===== src/design/bstk_pkg.sv =====
`timescale 1ns / 1ps

package bstk_pkg;

    // Field widths fixed by the item formats.
    localparam int DATA_W        = 32;
    localparam int OP_W          = 3;
    localparam int IDX_W         = 6;
    localparam int STATUS_W      = 2;
    // Widest entry count that the deepest supported stack needs.
    localparam int CNT_MAX_W     = 7;
    localparam int DEPTH_DEFAULT = 64;

    typedef enum logic [OP_W-1:0] {
        OP_PUSH    = 3'd0,
        OP_POP     = 3'd1,
        OP_PEEK    = 3'd2,
        OP_CHANGE  = 3'd3,
        OP_DISPLAY = 3'd4
    } op_t;

    typedef enum logic [STATUS_W-1:0] {
        ST_OK        = 2'd0,
        ST_EMPTY     = 2'd1,
        ST_OVERFLOW  = 2'd2,
        ST_BAD_INDEX = 2'd3
    } status_t;

    // A classified command as it travels from the front to the back.
    typedef struct packed {
        op_t                      op;
        logic signed [DATA_W-1:0] value;
        logic [IDX_W-1:0]         index;
    } cmd_t;

    typedef enum logic {
        BK_IDLE,
        BK_EMIT
    } back_state_t;

endpackage


===== src/design/bstk_in_if.sv =====
`timescale 1ns / 1ps

interface bstk_in_if import bstk_pkg::*; ();
    logic                     valid;
    logic                     ready;
    logic [OP_W-1:0]          opcode;
    logic signed [DATA_W-1:0] value;
    logic [IDX_W-1:0]         index;

    modport source (output valid, output opcode, output value, output index, input ready);
    modport sink   (input valid, input opcode, input value, input index, output ready);
endinterface


===== src/design/bstk_out_if.sv =====
`timescale 1ns / 1ps

interface bstk_out_if import bstk_pkg::*; ();
    logic                     valid;
    logic                     ready;
    logic signed [DATA_W-1:0] data;
    logic [STATUS_W-1:0]      status;
    logic                     last;

    modport source (output valid, output data, output status, output last, input ready);
    modport sink   (input valid, input data, input status, input last, output ready);
endinterface


===== src/design/bstk_ram.sv =====
`timescale 1ns / 1ps

module bstk_ram #(
    parameter int WIDTH = 32,
    parameter int DEPTH = 64,
    localparam int AW   = (DEPTH > 1) ? $clog2(DEPTH) : 1
) (
    input  logic             clk,
    input  logic             wr_en,
    input  logic [AW-1:0]    wr_addr,
    input  logic [WIDTH-1:0] wr_data,
    input  logic             rd_en,
    input  logic [AW-1:0]    rd_addr,
    output logic [WIDTH-1:0] rd_data
);

    logic [WIDTH-1:0] mem_reg [DEPTH];
    logic [WIDTH-1:0] rd_data_reg;

    always_ff @(posedge clk)
    begin
        if (wr_en)
        begin
            mem_reg[wr_addr] <= wr_data;
        end
        if (rd_en)
        begin
            rd_data_reg <= mem_reg[rd_addr];
        end
    end

    assign rd_data = rd_data_reg;

endmodule


===== src/design/bstk_front.sv =====
`timescale 1ns / 1ps

module bstk_front import bstk_pkg::*; (
    bstk_in_if.sink cmd,
    output logic    q_wr_valid,
    input  logic    q_wr_ready,
    output cmd_t    q_wr_cmd
);

    logic op_known;

    // Undefined opcodes are taken and dropped; they cause no result.
    always_comb
    begin
        op_known = 1'b0;
        unique case (cmd.opcode)
            OP_PUSH, OP_POP, OP_PEEK, OP_CHANGE, OP_DISPLAY: op_known = 1'b1;
            default:                                         op_known = 1'b0;
        endcase
    end

    assign cmd.ready      = q_wr_ready;
    assign q_wr_valid     = cmd.valid && op_known;
    assign q_wr_cmd.op    = op_t'(cmd.opcode);
    assign q_wr_cmd.value = cmd.value;
    assign q_wr_cmd.index = cmd.index;

endmodule


===== src/design/bstk_queue.sv =====
`timescale 1ns / 1ps

module bstk_queue import bstk_pkg::*; (
    input  logic clk,
    input  logic rst_n,
    input  logic wr_valid,
    output logic wr_ready,
    input  cmd_t wr_cmd,
    output logic rd_valid,
    input  logic rd_ready,
    output cmd_t rd_cmd
);

    // Two entries let the front take an item while the back is busy.
    cmd_t       slot_reg [2];
    logic       wr_ptr_reg, wr_ptr_next;
    logic       rd_ptr_reg, rd_ptr_next;
    logic [1:0] fill_reg, fill_next;
    logic       do_wr, do_rd;

    assign wr_ready = (fill_reg != 2'd2);
    assign rd_valid = (fill_reg != 2'd0);
    assign rd_cmd   = slot_reg[rd_ptr_reg];
    assign do_wr    = wr_valid && wr_ready;
    assign do_rd    = rd_valid && rd_ready;

    always_comb
    begin
        wr_ptr_next = do_wr ? ~wr_ptr_reg : wr_ptr_reg;
        rd_ptr_next = do_rd ? ~rd_ptr_reg : rd_ptr_reg;
        fill_next   = fill_reg;
        priority if (do_wr && !do_rd)
        begin
            fill_next = fill_reg + 2'd1;
        end
        else if (do_rd && !do_wr)
        begin
            fill_next = fill_reg - 2'd1;
        end
    end

    always_ff @(posedge clk or negedge rst_n)
    begin
        if (!rst_n)
        begin
            wr_ptr_reg <= 1'b0;
            rd_ptr_reg <= 1'b0;
            fill_reg   <= 2'd0;
        end
        else
        begin
            wr_ptr_reg <= wr_ptr_next;
            rd_ptr_reg <= rd_ptr_next;
            fill_reg   <= fill_next;
        end
    end

    always_ff @(posedge clk)
    begin
        if (do_wr)
        begin
            slot_reg[wr_ptr_reg] <= wr_cmd;
        end
    end

endmodule


===== src/design/bstk_back.sv =====
`timescale 1ns / 1ps

module bstk_back import bstk_pkg::*; #(
    parameter int DEPTH = DEPTH_DEFAULT,
    localparam int AW   = (DEPTH > 1) ? $clog2(DEPTH) : 1,
    localparam int CW   = $clog2(DEPTH + 1)
) (
    input  logic        clk,
    input  logic        rst_n,
    input  logic        q_valid,
    output logic        q_ready,
    input  cmd_t        q_cmd,
    bstk_out_if.source  rsp
);

    back_state_t       state_reg, state_next;
    logic [CW-1:0]     count_reg, count_next;
    logic [AW-1:0]     pos_reg, pos_next;
    logic              use_ram_reg, use_ram_next;
    logic              display_reg, display_next;
    status_t           status_reg, status_next;

    logic              out_valid_reg, out_valid_next;
    logic [DATA_W-1:0] out_data_reg, out_data_next;
    status_t           out_status_reg, out_status_next;
    logic              out_last_reg, out_last_next;

    logic              out_free;
    logic              is_full, is_empty, idx_ok, walk_more;
    logic              wr_en, rd_en;
    logic [AW-1:0]     wr_addr, rd_addr;
    logic [DATA_W-1:0] wr_data, rd_data;

    assign out_free  = !out_valid_reg || rsp.ready;
    assign is_full   = (count_reg == CW'(DEPTH));
    assign is_empty  = (count_reg == '0);
    assign idx_ok    = (CNT_MAX_W'(q_cmd.index) < CNT_MAX_W'(count_reg));
    assign walk_more = display_reg && (pos_reg != '0);

    bstk_ram #(
        .WIDTH (DATA_W),
        .DEPTH (DEPTH)
    ) u_ram (
        .clk     (clk),
        .wr_en   (wr_en),
        .wr_addr (wr_addr),
        .wr_data (wr_data),
        .rd_en   (rd_en),
        .rd_addr (rd_addr),
        .rd_data (rd_data)
    );

    always_comb
    begin
        state_next = state_reg;
        unique case (state_reg)
            BK_IDLE:
            begin
                if (q_valid)
                begin
                    state_next = BK_EMIT;
                end
            end
            BK_EMIT:
            begin
                if (out_free && !walk_more)
                begin
                    state_next = BK_IDLE;
                end
            end
            default: state_next = BK_IDLE;
        endcase
    end

    always_comb
    begin
        q_ready         = 1'b0;
        count_next      = count_reg;
        pos_next        = pos_reg;
        use_ram_next    = use_ram_reg;
        display_next    = display_reg;
        status_next     = status_reg;
        wr_en           = 1'b0;
        wr_addr         = AW'(count_reg);
        wr_data         = q_cmd.value;
        rd_en           = 1'b0;
        rd_addr         = AW'(count_reg - CW'(1));
        out_valid_next  = out_valid_reg && !rsp.ready;
        out_data_next   = out_data_reg;
        out_status_next = out_status_reg;
        out_last_next   = out_last_reg;

        unique case (state_reg)
            BK_IDLE:
            begin
                q_ready      = 1'b1;
                use_ram_next = 1'b0;
                display_next = 1'b0;
                status_next  = ST_OK;
                if (q_valid)
                begin
                    unique case (q_cmd.op)
                        OP_PUSH:
                        begin
                            if (is_full)
                            begin
                                status_next = ST_OVERFLOW;
                            end
                            else
                            begin
                                wr_en      = 1'b1;
                                count_next = count_reg + CW'(1);
                            end
                        end
                        OP_POP:
                        begin
                            if (is_empty)
                            begin
                                status_next = ST_EMPTY;
                            end
                            else
                            begin
                                rd_en        = 1'b1;
                                use_ram_next = 1'b1;
                                count_next   = count_reg - CW'(1);
                            end
                        end
                        OP_PEEK:
                        begin
                            if (is_empty)
                            begin
                                status_next = ST_EMPTY;
                            end
                            else
                            begin
                                rd_en        = 1'b1;
                                use_ram_next = 1'b1;
                            end
                        end
                        OP_CHANGE:
                        begin
                            if (idx_ok)
                            begin
                                wr_en   = 1'b1;
                                wr_addr = q_cmd.index[AW-1:0];
                            end
                            else
                            begin
                                status_next = ST_BAD_INDEX;
                            end
                        end
                        OP_DISPLAY:
                        begin
                            if (is_empty)
                            begin
                                status_next = ST_EMPTY;
                            end
                            else
                            begin
                                rd_en        = 1'b1;
                                use_ram_next = 1'b1;
                                display_next = 1'b1;
                                pos_next     = AW'(count_reg - CW'(1));
                            end
                        end
                        default:
                        begin
                            status_next = ST_OK;
                        end
                    endcase
                end
            end
            BK_EMIT:
            begin
                if (out_free)
                begin
                    out_valid_next  = 1'b1;
                    out_data_next   = use_ram_reg ? rd_data : '0;
                    out_status_next = status_reg;
                    out_last_next   = !walk_more;
                    if (walk_more)
                    begin
                        // The next entry down is read as this one leaves.
                        pos_next = pos_reg - AW'(1);
                        rd_en    = 1'b1;
                        rd_addr  = pos_reg - AW'(1);
                    end
                end
            end
            default:
            begin
                q_ready = 1'b0;
            end
        endcase
    end

    always_ff @(posedge clk or negedge rst_n)
    begin
        if (!rst_n)
        begin
            state_reg     <= BK_IDLE;
            count_reg     <= '0;
            pos_reg       <= '0;
            display_reg   <= 1'b0;
            out_valid_reg <= 1'b0;
        end
        else
        begin
            state_reg     <= state_next;
            count_reg     <= count_next;
            pos_reg       <= pos_next;
            display_reg   <= display_next;
            out_valid_reg <= out_valid_next;
        end
    end

    always_ff @(posedge clk)
    begin
        use_ram_reg    <= use_ram_next;
        status_reg     <= status_next;
        out_data_reg   <= out_data_next;
        out_status_reg <= out_status_next;
        out_last_reg   <= out_last_next;
    end

    assign rsp.valid  = out_valid_reg;
    assign rsp.data   = out_data_reg;
    assign rsp.status = out_status_reg;
    assign rsp.last   = out_last_reg;

endmodule


===== src/design/bounded_stack_with_indexed_edit.sv =====
`timescale 1ns / 1ps

// Channel   Direction  Fields                  Item
// cmd       in         opcode, value, index    one stack command
// rsp       out        data, status, last      one result; last ends a command's run
//
// A push, pop, peek or change passes through both back-end states: in the idle
// state it accesses the stack memory, in the emit state it loads the result
// register. A display reads one entry at a time through the single read port.
// Reset clears the entry count, the command queue and the result valid flag;
// the stack memory itself is not cleared. A stalled result holds the back end,
// while the two-entry queue lets the front keep taking items until it fills.

module bounded_stack_with_indexed_edit import bstk_pkg::*; #(
    parameter int DEPTH = DEPTH_DEFAULT
) (
    input  logic       clk,
    input  logic       rst_n,
    bstk_in_if.sink    cmd,
    bstk_out_if.source rsp
);

    // Front to queue: commands with a defined opcode only.
    logic q_wr_valid;
    logic q_wr_ready;
    cmd_t q_wr_cmd;

    // Queue to back end.
    logic q_rd_valid;
    logic q_rd_ready;
    cmd_t q_rd_cmd;

    // The front decodes the opcode and drops undefined ones, so that every
    // command the back end sees causes at least one result.
    bstk_front u_front (
        .cmd        (cmd),
        .q_wr_valid (q_wr_valid),
        .q_wr_ready (q_wr_ready),
        .q_wr_cmd   (q_wr_cmd)
    );

    // The queue decouples acceptance from execution, so a stall on the
    // result side does not at once stop the input side.
    bstk_queue u_queue (
        .clk      (clk),
        .rst_n    (rst_n),
        .wr_valid (q_wr_valid),
        .wr_ready (q_wr_ready),
        .wr_cmd   (q_wr_cmd),
        .rd_valid (q_rd_valid),
        .rd_ready (q_rd_ready),
        .rd_cmd   (q_rd_cmd)
    );

    // The back end owns the entry count and the stack memory, carries out
    // one command at a time and walks the stack from top to bottom for a
    // display.
    bstk_back #(
        .DEPTH (DEPTH)
    ) u_back (
        .clk     (clk),
        .rst_n   (rst_n),
        .q_valid (q_rd_valid),
        .q_ready (q_rd_ready),
        .q_cmd   (q_rd_cmd),
        .rsp     (rsp)
    );

endmodule

===== src/flat_wrapper.sv =====
// flat-port wrapper written by rule: the top's interface ports become plain ports
module bounded_stack_with_indexed_edit_flat import bstk_pkg::*;
#(
    parameter int DEPTH = DEPTH_DEFAULT
)
  (clk, rst_n, cmd_valid, cmd_opcode, cmd_value, cmd_index, cmd_ready, rsp_valid, rsp_data, rsp_status, rsp_last, rsp_ready);
  bstk_in_if cmd_i ();
  bstk_out_if rsp_i ();
  input  logic clk;
  input  logic rst_n;
  input wire logic [$bits(cmd_i.valid)-1:0] cmd_valid;
  input wire logic [$bits(cmd_i.opcode)-1:0] cmd_opcode;
  input wire logic [$bits(cmd_i.value)-1:0] cmd_value;
  input wire logic [$bits(cmd_i.index)-1:0] cmd_index;
  output wire logic [$bits(cmd_i.ready)-1:0] cmd_ready;
  output wire logic [$bits(rsp_i.valid)-1:0] rsp_valid;
  output wire logic [$bits(rsp_i.data)-1:0] rsp_data;
  output wire logic [$bits(rsp_i.status)-1:0] rsp_status;
  output wire logic [$bits(rsp_i.last)-1:0] rsp_last;
  input wire logic [$bits(rsp_i.ready)-1:0] rsp_ready;
  assign cmd_i.valid = cmd_valid;
  assign cmd_i.opcode = cmd_opcode;
  assign cmd_i.value = cmd_value;
  assign cmd_i.index = cmd_index;
  assign cmd_ready = cmd_i.ready;
  assign rsp_valid = rsp_i.valid;
  assign rsp_data = rsp_i.data;
  assign rsp_status = rsp_i.status;
  assign rsp_last = rsp_i.last;
  assign rsp_i.ready = rsp_ready;
  bounded_stack_with_indexed_edit #(.DEPTH(DEPTH)) u_core (.clk(clk), .rst_n(rst_n), .cmd(cmd_i), .rsp(rsp_i));
endmodule

===== config.mk =====
export PLATFORM = sky130hd
export DESIGN_NAME = bounded_stack_with_indexed_edit_flat
export DESIGN_NICKNAME = d
export VERILOG_FILES = /design/src/design/bstk_pkg.sv /design/src/design/bstk_in_if.sv /design/src/design/bstk_out_if.sv /design/src/design/bstk_ram.sv /design/src/design/bstk_front.sv /design/src/design/bstk_queue.sv /design/src/design/bstk_back.sv /design/src/design/bounded_stack_with_indexed_edit.sv /design/src/flat_wrapper.sv
export SDC_FILE = /design/constraint.sdc
export NUM_CORES = 2
export LEC_CHECK = 0
export ABC_CLOCK_PERIOD_IN_PS = 6000
export BUFFER_PORTS_ARGS = -buffer_cell sky130_fd_sc_hd__buf_4
export CELL_PAD_IN_SITES_DETAIL_PLACEMENT = 1
export CELL_PAD_IN_SITES_GLOBAL_PLACEMENT = 2
export CORE_MARGIN = 1
export CORE_UTILIZATION = 37
export CTS_BUF_LIST = sky130_fd_sc_hd__clkbuf_8
export CTS_CLUSTER_SIZE = 12
export DETAILED_ROUTE_END_ITERATION = 10
export PLACE_DENSITY = 0.67
export SYNTH_ARGS = -nofsm -noshare
export SYNTH_HDL_FRONTEND = slang
export SYNTH_SLANG_ARGS = --single-unit

===== constraint.sdc =====
create_clock -name clk -period 6 [get_ports clk]
set_clock_uncertainty 0.1 [all_clocks]
set_input_delay 0.9 -clock clk [delete_from_list [all_inputs] [get_ports clk]]
set_output_delay 0.9 -clock clk [all_outputs]
set_load 0.005 [all_outputs]

# --- After elaboration in Yosys (flattened, before gate mapping) ---
# Memories as Yosys holds them, arrays and structs flattened. A register that Yosys moved wholly into a read port is not among the register bits.
# Index checks and enable logic that the tools add are counted.
# Widths: inputs -> output; s select.
totals:
  reg_bits: 58
  ram_bits: 2130
  in_bits: 45
  output_inout_bits: 37
  word_cells: 113
  memories: 2
mem_list:
  columns: ["name", "words", "word_bits", "read_ports", "rd_clocked_by_memory_dff", "wr", "line", "rtl"]
  rows:
  - ["u_core.u_back.u_ram.mem_reg", 64, 32, 1, 1, 1, "bstk_ram.sv:17", "logic [WIDTH-1:0] mem_reg [DEPTH];"]
  - ["u_core.u_queue.slot_reg", 2, 41, 1, 0, 1, "bstk_queue.sv:15", "cmd_t slot_reg [2];"]
classes:
  add_sub_neg: 5
  n_lt_le_gt_ge: 1
  eq_ne: 17
  n_mux: 46
  n_bitwise: 3
  reduce_logical: 26
op_table:
  columns: ["cell", "n"]
  rows:
  - ["$mux 6", 12]
  - ["$mux 1", 22]
  - ["$mux 7", 2]
  - ["$pmux 7 s2", 1]
  - ["$eq 3x2->1 const B", 4]
  - ["$pmux 6 s2", 1]
  - ["$reduce_and 5->1", 2]
  - ["$logic_and 1x1->1", 8]
  - ["$mux 2", 4]
  - ["$ne 2x1->1 const B", 4]
  - ["$ne 2x2->1 const B", 4]
  - ["$add 7x1->7 const B", 1]
  - ["$eq 7x7->1 const B", 1]
  - ["$logic_not 7->1", 1]
  - ["$lt 6x7->1", 1]
  - ["$sub 7x1->7 const B", 1]
  - ["$eq 3x1->1 const B", 2]
  - ["$eq 3x3->1 const B", 2]
  - ["$logic_not 3->1", 2]
  - ["$pmux 1 s2", 3]
  - ["$pmux 2 s3", 1]
  - ["$reduce_bool 2->1", 3]
  - ["$reduce_bool 6->1", 1]
  - ["$sub 6x1->6 const B", 1]
  - ["8 further kinds", 14]

# --- Logic depth before layout (Yosys ltp) ---
depth:
  depth_word: 9
  mapped_depth: 16
  depth_no_buf: 10

# --- Modules after synthesis ---
# Synthesis repeated with hierarchy kept, for this count alone.
hier_totals:
  hier_cells: 3761
  area_unflattened_um2: 85370.6
by_module_without_submodules:
  columns: ["mod", "n_inst", "cells_per_inst", "area_each_um2", "seq_area_each_um2"]
  rows:
  - ["bstk_ram", 1, 3324, 78835.6, 62459.9]
  - ["bstk_queue", 1, 146, 3355.7, 2562.5]
  - ["bstk_back", 1, 247, 2852.7, 1541.5]
  - ["bstk_front", 1, 44, 326.6, 0.0]

# --- Worst setup path after synthesis ---
# OpenSTA, ideal clock, no wires.
synth_timing:
  kind: "register to register"
  from: "register u_core.u_queue.rd_ptr_reg"
  to: "memory u_core.u_back.u_ram.mem_reg[41][0], enable pin"
  setup_ns: 0.421
  arrival_time_ns: 4.516
  required_time_ns: 5.479
  path_slack_ns: 0.963
  stages_incl_launch_ff: 14
  path_buffers: 3
  synth_period_minus_slack_ns: 5.037
  cell_sequence: "dfrtp_1 -> buf_2 -> buf_1 -> mux2i_1 -> inv_1 -> ha_1 -> a21boi_0 -> o21ai_0 -> a21oi_1 -> nor3_2 -> buf_2 -> and3b_1 -> o21ai_1 -> nor2_1"
synth_via:
  elab_chain_len: 8
  word_cells_on_any_way: 14
  cone_classes: "order compare: 1; eq/ne: 1; mux: 10; reduce/logical: 1; memory: 1"
synth_rtl:
  columns: ["item", "line", "rtl"]
  rows:
  - ["start, declared", "bstk_queue.sv:17", "logic rd_ptr_reg, rd_ptr_next;"]
  - ["start signal, assigned", "bstk_queue.sv:53", "rd_ptr_reg <= rd_ptr_next;"]
  - ["$mem_v2 2x41 (*)", null, null]
  - ["$lt 6x7->1", "bstk_back.sv:37", "assign idx_ok = (CNT_MAX_W'(q_cmd.index) < CNT_MAX_W'(count_reg));"]
  - ["$mux 1", "bstk_back.sv:142", "if (idx_ok)"]
  - ["$pmux 1 s2", "bstk_back.sv:102", "unique case (q_cmd.op)"]
  - ["$mux 1", "bstk_back.sv:100", "if (q_valid)"]
  - ["$mux 1", "bstk_back.sv:93", "unique case (state_reg)"]
  - ["$mux 1", "bstk_ram.sv:22", "if (wr_en)"]
  - ["$mux 1 (not written as such)", "bstk_ram.sv:24", "mem_reg[wr_addr] <= wr_data;"]
  - ["end, declared", "bstk_ram.sv:17", null]
# Every way passes the cells marked *; elsewhere a longest branch is shown, timed or not.

# --- Worst setup path in the final report ---
layout_timing:
  from: "register u_core.u_back.pos_reg[0]"
  to: "register u_core.u_back.u_ram.rd_data_reg[27] (netlist: u_core.u_back.u_ram.rd_data[27]), read port of u_core.u_back.u_ram.mem_reg (data pin)"
layout_via:
  elab_chain_len: 5
  word_cells_on_any_way: 9
  cone_classes: "add/sub: 1; mux: 6; reduce/logical: 2"
layout_rtl:
  columns: ["item", "line", "rtl"]
  rows:
  - ["start, declared", "bstk_back.sv:18", "logic [AW-1:0] pos_reg, pos_next;"]
  - ["start signal, assigned", "bstk_back.sv:211", "pos_reg <= pos_next;"]
  - ["parallel branches: the longest is 5 deep, another holds $sub 6x1->6", null, null]
  - ["end, declared", "bstk_ram.sv:18", "logic [WIDTH-1:0] rd_data_reg;"]
# Several ways; the timed one is not identified.
# A chain may end at the register's enable or synchronous reset.

==> qor.csv <==
stage,metric,value,unit
drt,via_count,54600,
yosys,synth_area_leader_cell,edfxtp_1,
timing,finalCritPeriodShare,94.3,%
timing,fin_setup_tns,0,ns
timing,maxSlewHeadroom,8.17,%
timing,hold_viol,0,
grt,grt_max_degree,100,
yosys,synth_top_cell_area_share,76.7,%
yosys,synth-async-reset-ratio,0.901,%
clocking,clkTransAtPathRegs,0.06,ns
yosys,ys_warn_count,0,
setup_path,start_kind,flip-flop,
setup_path,worstPathMaxFanout,19,
power,clockPowerShare,21.8,%
setup_path,critical_path_class,flip-flop to flip-flop,
yosys,ys_top_cells_by_area,"edfxtp_1 (77%), nand2_1 (5.8%), mux2i_1 (2.5%)",
power,switching_share,43.0,%
grt,grt_usage,25.7,%
grt,grt_antenna_before_repair,23,
setup_path,crit_chain,clkinv_1 > ha_1 > or3b_1 > o2111a_1 > buf_4 > o31ai_4 > buf_12 > buf_4 > a311oi_1 > a32oi_1 > nand4_1 > nand4b_1,
yosys,synthAdderAreaFrac,0.131,%
timing,fmax,177,MHz
job,drv_cap,0,
drt,wl,306000,um
yosys,syn_inst,5803,
floorplan,fp.dieH,485,um
power,comb_power_share,43.0,%
yosys,syn-mean-instance-area,14.8,sq um
clocking,numClockSinks,2220,
setup_path,rr_startpoint,u_core.u_back.pos_reg[0],
placed_design,gp_congestion,0.843,
placed_design,dpl_cell_area,92400,sq um
power,seq_power_share,35.2,%
setup_path,crit_arrival,6.31,ns
setup_path,crit_path_max_incr_delay,0.69,ns
setup_path,endpoint_kind,flip-flop,
yosys,synth_xor_area_share,0.183,%
yosys,ys.flop_type,edfxtp_1,
yosys,syn_nets,5857,
power,power_density,568,nW/um^2
min_path,hold_end,u_core.u_queue.wr_ptr_reg,
setup_path,rrSetupSlack,0.34,ns
clocking,htreeDepth,5,
grt,gr-total-overflow,0,
cells_and_area,largest_register_ffs,2048,
timing,min_period,5.66,ns
cells_and_area,areaGrowthSynthToFinish,15.5,%
yosys,synth_top_family_by_area,simple AND/OR/NAND/NOR gates,
grt,grt_pass1_vias,55300,
cells_and_area,layout.nets,6299,
yosys,synth-seq-area-share,77.3,%
cells_and_area,drive_gt1_share,14.9,%
timing,finalMaxSlewViolations,0,
clocking,clockBufferDepth,4,
min_path,hold_path.class,primary input to flip-flop,
yosys,synth_simple_gate_area_share,10.1,%
yosys,ys_ff_latch,2220,
floorplan,start_util,37.3,%
placed_design,dp.final_hpwl,176000,um
clocking,cts-root-buf,clkbuf_8,
yosys,synth_edf_count,2200,
clocking,clock_latency,1.10,ns
min_path,holdCritStartpoint,cmd_valid,
power,switching_power,24.3,mW
cells_and_area,final_area,99500,sq um
setup_path,slowest_stage,o31ai_4,
power,p_int,32.2,mW
power,total_leakage_power,33.3,nW
setup_path,rr_worst_depth,12,
drt,drt_iter0_drc,6221,
cells_and_area,nFillCells,23200,
yosys,syn_area,86100,sq um
setup_path,cp-startpoint,u_core.u_back.pos_reg[0],
clocking,cts_tree,done,
yosys,yosysUniqueCellTypes,76,
floorplan,io_pins,82,
clocking,cts_buffers,389,
floorplan,coreArea,231000,sq um
power,ir_worst_vdd,0.519,mV
floorplan,rows,176,
floorplan,die_area,235000,sq um
drt,drc,0,
setup_path,cpMostUsedCell,buf_4,
run_status,outcome,"complete, no violations",
placed_design,placed_cells,8833,
yosys,muxShareOfSynthArea,3.02,%
drt,ant_nets,0,
drt,first_pass_iters,5,
cells_and_area,instances_no_fill,9547,
timing,setup_viol,0,
timing,tightest_slew,1.36,ns
floorplan,die_w,485,um
setup_path,worstReg2RegEnd,u_core.u_back.u_ram.rd_data[27],
min_path,holdPathStages,3,
drt,wl_per_cell,32.0,um
grt,grt_pass1_wl,426000,um
drt,viasPerCell,5.72,
timing,rsz0062_at_grt,no,
yosys,synth_compound_area_share,7.16,%
placed_design,port_buffers,81,
setup_path,crit_required,6.66,ns
[timing repair]
item | CTS | global route
endpoints found under the setup margin | 0 | 2
hold endpoints to repair | 102 | 0
setup buffers | 0 | 5
gates resized for setup | 0 | 1
hold buffers | 42 | 0
[kinds of logic after synthesis]
family                     Yosys count
DFF                               2220
and+or+nand+nor                   2016
AOI/OAI and AO/OA                  908
buffers and inverters              377
muxes                              255
xor gates and xnor gates            18
adders and majority gates            9
[synth_stat cells (all sizes together), types with 3 or more instances]
cell type,number
edfxtp,2200
a22oi,59
a21oi,270
and4,12
a21o,4
clkbuf,108
inv,12
nor3b,3
xnor2,12
a32o,8
nor2,92
o21ai,32
and2,40
o22ai,135
buf,254
dfrtp,20
nand4,98
mux2i,216
nor4,12
a2bb2oi,3
mux2,39
xor2,6
or4,4
o31ai,10
nand2,1325
ha,9
a31oi,137
a21boi,7
nand2b,14
nand3,335
nor3,24
a311oi,64
nand4b,3
a222oi,3
a2111oi,5
a32oi,63
a221oi,82
or3,13
o22a,3
a211oi,12
and3,30
or2,4
clkinv,3
[power by group through the flow]
stage	clock, mW	sequential (mW)	combinational [mW]
floorplan	0	19.8	13.2
global placement	0	20.2	23.9
detailed placement	0	20.2	24.2
CTS	12.6	19.9	24.3
global route	13.2	19.9	25.6
finish	12.3	19.9	24.3
[worst max-delay path: cells and delay by family (launching register included)]
kind,cells,cell delay [ns]
AND/OR/NAND/NOR,3,1.64
adder cells (fa/ha/maj),1,0.30
buffers and inverters,4,1.13
AO/OA/AOI/OAI,4,1.58
flip-flops,1,0.54
[worst max-delay path by stage]
stage / to / slack, ns / cells past startpoint
2_1_floorplan: u_core.u_back.u_ram.mem_reg[41][0] / 0.96 / 13
4_1_cts: u_core.u_back.u_ram.rd_data[30] / 0.20 / 12
3_5_place_dp: u_core.u_back.u_ram.rd_data[30] / 0.18 / 12
5_1_grt: u_core.u_back.u_ram.rd_data[27] / 0.31 / 14
6_report: u_core.u_back.u_ram.rd_data[27] / 0.34 / 12
3_3_place_gp: u_core.u_back.u_ram.rd_data[30] / 0.22 / 12
[layer usage]
metal  up-vias  global-route usage (%)  share of wire [%]
met5         -                       0              0.012
met4         6                    7.87                2.8
met3       413                    5.22                7.2
met2      2155                    41.1                 47
met1     28900                    35.1                 43
li1      23200                       -                  -
[metrics by stage]
stage	hold WS [ns]	power [mW]	util, %	worst slack (ns)
2_1_floorplan	0.300	33.0	-	0.963
3_3_place_gp	0.304	44.1	40.0	0.220
3_5_place_dp	0.306	44.4	40.0	0.179
4_1_cts	0.0535	56.7	43.1	0.196
5_1_grt	0.123	58.8	43.1	0.313
6_report	0.169	56.5	43.1	0.343
[cell type report]
type | count | area (sq um) | area share, %
sequential | 2220 | 66600 | 66.9
tap | 3026 | 3790 | 3.81
antenna | 7 | 17.5 | 0.0176
multi-input combinational | 3206 | 18500 | 18.6
inverter | 15 | 56.3 | 0.0566
timing repair buffer | 413 | 3980 | 4.00
clock buffer | 401 | 5520 | 5.55
clock inverter | 259 | 1080 | 1.09
[placed cells by master (no fill, tap or decap), types with 8 or more instances in the layout]
| cell | netlist | final |
|---|---|---|
| clkinv_1 | 3 | 88 |
| nor2_1 | 89 | 19 |
| dfrtp_1 | 20 | 19 |
| and3_1 | 30 | 30 |
| a311oi_1 | 64 | 63 |
| nand2_1 | 1325 | 1323 |
| mux2i_1 | 216 | 210 |
| a221oi_1 | 81 | 81 |
| a21oi_1 | 270 | 270 |
| o22ai_1 | 135 | 135 |
| xnor2_1 | 12 | 12 |
| ha_1 | 9 | 9 |
| and4_1 | 12 | 12 |
| buf_12 | 0 | 62 |
| edfxtp_1 | 2200 | 2200 |
| inv_1 | 11 | 146 |
| nor2_4 | 0 | 71 |
| nor4_1 | 12 | 12 |
| dlygate4sd3_1 | 0 | 42 |
| o21ai_0 | 23 | 23 |
| clkbuf_8 | 0 | 401 |
| a22oi_1 | 59 | 58 |
| a32oi_1 | 63 | 63 |
| mux2_2 | 39 | 35 |
| nand4_1 | 98 | 98 |
| a211oi_1 | 10 | 10 |
| and2_1 | 40 | 38 |
| or3_1 | 13 | 13 |
| a31oi_1 | 135 | 133 |
| buf_4 | 28 | 309 |
| nor3_1 | 23 | 23 |
| a32o_1 | 8 | 8 |
| nand3_1 | 335 | 335 |
| clkinv_2 | 0 | 31 |
| nand2b_1 | 14 | 14 |
Note: power is estimated with default switching activity, not from simulation.
